$ cat src/design/mst_pkg.sv
// Shared types and constants for the Kruskal spanning tree core.
// No dependencies.
package mst_pkg;

  localparam int VERT_W = 5;
  localparam int WGT_W  = 16;
  localparam int VCNT_W = 6;

  typedef struct packed {
    logic [VERT_W-1:0]        a;
    logic [VERT_W-1:0]        b;
    logic signed [WGT_W-1:0]  w;
  } edge_t;

  typedef enum logic [2:0] {
    ST_LOAD,
    ST_FLUSH,
    ST_CLEAR,
    ST_FETCH,
    ST_FIND,
    ST_EMIT,
    ST_EMPTY
  } state_t;

endpackage

$ cat src/design/mst_sort_cell.sv
// One cell of the insertion sorting chain: keeps one edge and passes the larger on.
// Depends on mst_pkg.
module mst_sort_cell
  import mst_pkg::*;
(
  input  logic  clk,
  input  logic  rst_n,
  input  logic  clear,
  input  logic  ins_valid,
  input  edge_t ins_edge,
  input  logic  shift,
  input  logic  prev_valid,
  input  edge_t prev_edge,
  input  logic  prev_take,
  input  logic  tail_valid,
  input  edge_t tail_edge,
  output logic  cell_take,
  output logic  cell_valid,
  output edge_t cell_edge
);

  logic  valid_r, valid_nxt;
  edge_t edge_r, edge_nxt;
  logic  take_new;

  // stable: new edge goes before a stored one only on strictly greater stored weight
  assign take_new = ins_valid && (!valid_r || (edge_r.w > ins_edge.w));

  always_comb begin
    valid_nxt = valid_r;
    edge_nxt  = edge_r;
    if (clear) begin
      valid_nxt = 1'b0;
    end else if (shift) begin
      valid_nxt = tail_valid;
      edge_nxt  = tail_edge;
    end else if (take_new) begin
      if (prev_take) begin
        valid_nxt = prev_valid;
        edge_nxt  = prev_edge;
      end else begin
        valid_nxt = 1'b1;
        edge_nxt  = ins_edge;
      end
    end
  end

  always_ff @(posedge clk) begin
    if (!rst_n) begin
      valid_r <= 1'b0;
    end else begin
      valid_r <= valid_nxt;
    end
    edge_r <= edge_nxt;
  end

  assign cell_take  = take_new;
  assign cell_valid = valid_r;
  assign cell_edge  = edge_r;

endmodule

$ cat config.mk
export PLATFORM = sky130hd
export DESIGN_NAME = mst_sort_cell
export DESIGN_NICKNAME = d
export VERILOG_FILES = /design/src/design/mst_pkg.sv /design/src/design/mst_sort_cell.sv
export SDC_FILE = /design/constraint.sdc
export NUM_CORES = 1
export LEC_CHECK = 0
export BUFFER_PORTS_ARGS = -buffer_cell sky130_fd_sc_hd__buf_2
export CAP_MARGIN = 20
export CORE_MARGIN = 2
export CORE_UTILIZATION = 32
export CTS_CLUSTER_DIAMETER = 50
export DETAILED_ROUTE_END_ITERATION = 8
export PLACE_DENSITY_LB_ADDON = 0.3
export SLEW_MARGIN = 20
export SYNTH_ARGS = -nofsm -noshare
export SYNTH_HDL_FRONTEND = slang
export SYNTH_SLANG_ARGS = --single-unit
$ cat constraint.sdc
create_clock -name clk -period 6.4 [get_ports clk]
set_clock_uncertainty 0.1 [all_clocks]
set_input_delay 1.28 -clock clk [delete_from_list [all_inputs] [get_ports clk]]
set_output_delay 1.28 -clock clk [all_outputs]
set_load 0.005 [all_outputs]
==> flow_summary.json <==
{
  "powerDensity_mw_per_mm2": 181,
  "ys_top_cells_by_area": "edfxtp_1 42%, mux2i_1 14%, ha_1 11%",
  "start_kind": "primary input",
  "seq_area_frac_synth_pct": 43.3,
  "layout.cells.non_filler": 362,
  "htree_levels": 1,
  "status": "finished clean",
  "gr-total-overflow": 0,
  "crit_top_cell": "buf_2",
  "synth_top_area_share_pct": 42.2,
  "synthCells": 182,
  "setup_slack_ns": 1.68,
  "final_layout_size_suffix_gt1_share_pct": 42.4,
  "peakVddDrop_mv": 0.104,
  "chipHeight_um": 80.0,
  "syn_to_final_growth_pct": 36.9,
  "num_io_pins": 114,
  "criticalPathCategory": "primary input to output pin",
  "finalHoldViolCount": 0,
  "cp_slowest_cell": "a2111oi_1",
  "arrival_ns": 3.34,
  "path_cells": "buf_2 -> inv_1 -> ha_1 -> nand4_1 -> a2111oi_1 -> or4_4 -> mux2_4 -> and2_1 -> buf_2",
  "via_per_inst": 4.63,
  "grt_start_max_net_pins": 54,
  "clk_pin_slew_ns": 0.10,
  "ant_nets": 0,
  "die_x_um": 80.0,
  "final_common_cell": "buf_2",
  "p_leak_nw": 1.28,
  "port_buffers": 113,
  "hpwl_um": 3540,
  "routedWlPerCell_um": 12.6,
  "initial_core_util_pct": 33.4,
  "timing.rr.end": "cell_edge[1]",
  "r2r_setup_slack_ns": 3.51,
  "antenna_cells": 0,
  "vias": 1677,
  "place_inst": 358,
  "cts_sinks": 27,
  "grt_use_total_pct": 14.0,
  "cts_tree": "built",
  "drv_cap": 0,
  "hold_path_end": "cell_valid",
  "num_rows": 27,
  "drtIter0Drc": 42,
  "p_total_mw": 0.457,
  "cts_root_buf": "clkbuf_8",
  "rsz0062_at_grt": "false",
  "setup_tns_ns": 0,
  "place.gp.congestion": 0.734,
  "fin_hold_ws_ns": 0.642,
  "post_cts_buffers": 0,
  "avgSynthCellArea_sq_um": 10.2,
  "drc": 0,
  "synth.distinct_cells": 27,
  "holdPathStages": 2,
  "grt_pass1_vias": 1625,
  "antenna_found_initial": 0,
  "finalCritPeriodShare_pct": 73.8,
  "syn_nets": 284,
  "min_from": "cell_valid",
  "die_area_sq_mm": 0.00640,
  "grt_pass1_wl_um": 7110,
  "ys_seq_elements": 27,
  "utilization_pct": 45.7,
  "slew_violations": 0,
  "required_ns": 5.02,
  "r2r_cells": 6,
  "core_sq_mm": 0.00554,
  "fmax_ghz": 0.212,
  "final_net_count": 393,
  "cp-end-kind": "output pin",
  "crit_fanout": 4,
  "synth.largest_area_cell": "edfxtp_1",
  "relSlewSlack_pct": 37.5,
  "numCtsBuffers": 3,
  "setup_viol": 0,
  "drt_pass1_iterations": 3,
  "clkLatencyLatePin_ns": 0.27,
  "hold_class": "flop to flop",
  "placedInstanceArea_sq_mm": 0.00249,
  "ys_warn_count": 0,
  "cp_slowest_stage_delay_ns": 0.53,
  "syn-cell-area_sq_mm": 0.00185,
  "ctsHoldBuffers": 0,
  "fin_area_sq_mm": 0.00253,
  "ctsResizeCount": 0,
  "post-place-ws_ns": 1.66,
  "worstMarginPinSlew_ns": 0.937,
  "layout_common_cells": "113 x buf_2, 28 x nand2_1, 28 x o21ai_0",
  "period_minus_slack_ns": 4.72,
  "cp-startpoint": "ins_edge[15]",
  "cts_buffer_depth": 2,
  "r2r_start": "cell_edge[1]",
  "totalWireLength_um": 4550
}
cells by family after synthesis:
family	share of synthesized area, %
multiplexers	14.9
buffers and inverters	5.82
flip-flops	43.3
AO/OA/AOI/OAI	14.7
AND/OR/NAND/NOR	10.4
adder cells (fa/ha/maj)	10.8
where the power goes:
part	total (mW)	switching, mW	leakage, nW	internal (mW)
logic	0.129	0.0655	0.997	0.0635
clock network	0.101	0.0566	0.0228	0.0447
registers	0.227	0.00762	0.262	0.219
per-layer routing:
| metal | part of all wire [%] | track usage, % |
|---|---|---|
| met1 | 44 | 17.1 |
| met2 | 50 | 25.2 |
| met3 | 5.6 | 3.05 |
| met4 | 0.86 | 3.05 |
| met5 | 0 | 0 |
final cells by class:
class / instances / area, sq um
clock buffers: 4 / 45.0
fillers: 549 / 3010
inverters: 19 / 71.3
multi-input cells: 127 / 958
flip-flops and latches: 27 / 801
well taps: 72 / 90.1
repair buffers: 113 / 566
synthesized netlist by cell type:
| master | number |
|---|---|
| a2111oi_1 | 1 |
| a211oi_1 | 1 |
| a21o_1 | 2 |
| a21oi_1 | 5 |
| a31oi_4 | 1 |
| and2_1 | 1 |
| buf_2 | 2 |
| clkbuf_1 | 7 |
| dfxtp_1 | 1 |
| edfxtp_1 | 26 |
| ha_1 | 16 |
| inv_1 | 19 |
| mux2_4 | 1 |
| mux2i_1 | 26 |
| nand2_1 | 28 |
| nand3_1 | 3 |
| nand4_1 | 5 |
| nor2_1 | 1 |
| nor2b_4 | 1 |
| nor4_1 | 1 |
| o211ai_1 | 1 |
| o211ai_2 | 1 |
| o21ai_0 | 28 |
| o21bai_4 | 1 |
| o221ai_1 | 1 |
| o22ai_1 | 1 |
| or4_4 | 1 |
flip-flops by register name, indices dropped and copies added (netlist names):
register and flops:
cell_valid 1, cell_edge 26
critical path, delay by kind of cell:
family                     cells  cell delay, ns
muxes                          1            0.32
AOI/OAI and AO/OA              1            0.53
and+or+nand+nor                3            0.65
adders and majority gates      1            0.31
buffers and inverters          3            0.26
worst max path at each step:
stage	slack, ns	to	cells after the start
floorplan	2.00	cell_edge[0]	7
CTS	1.65	cell_take	9
finish	1.68	cell_take	9
detailed placement	1.66	cell_take	9
global route	1.53	cell_take	9
global placement	1.65	cell_take	9
Note: power is estimated with default switching activity, not from simulation.
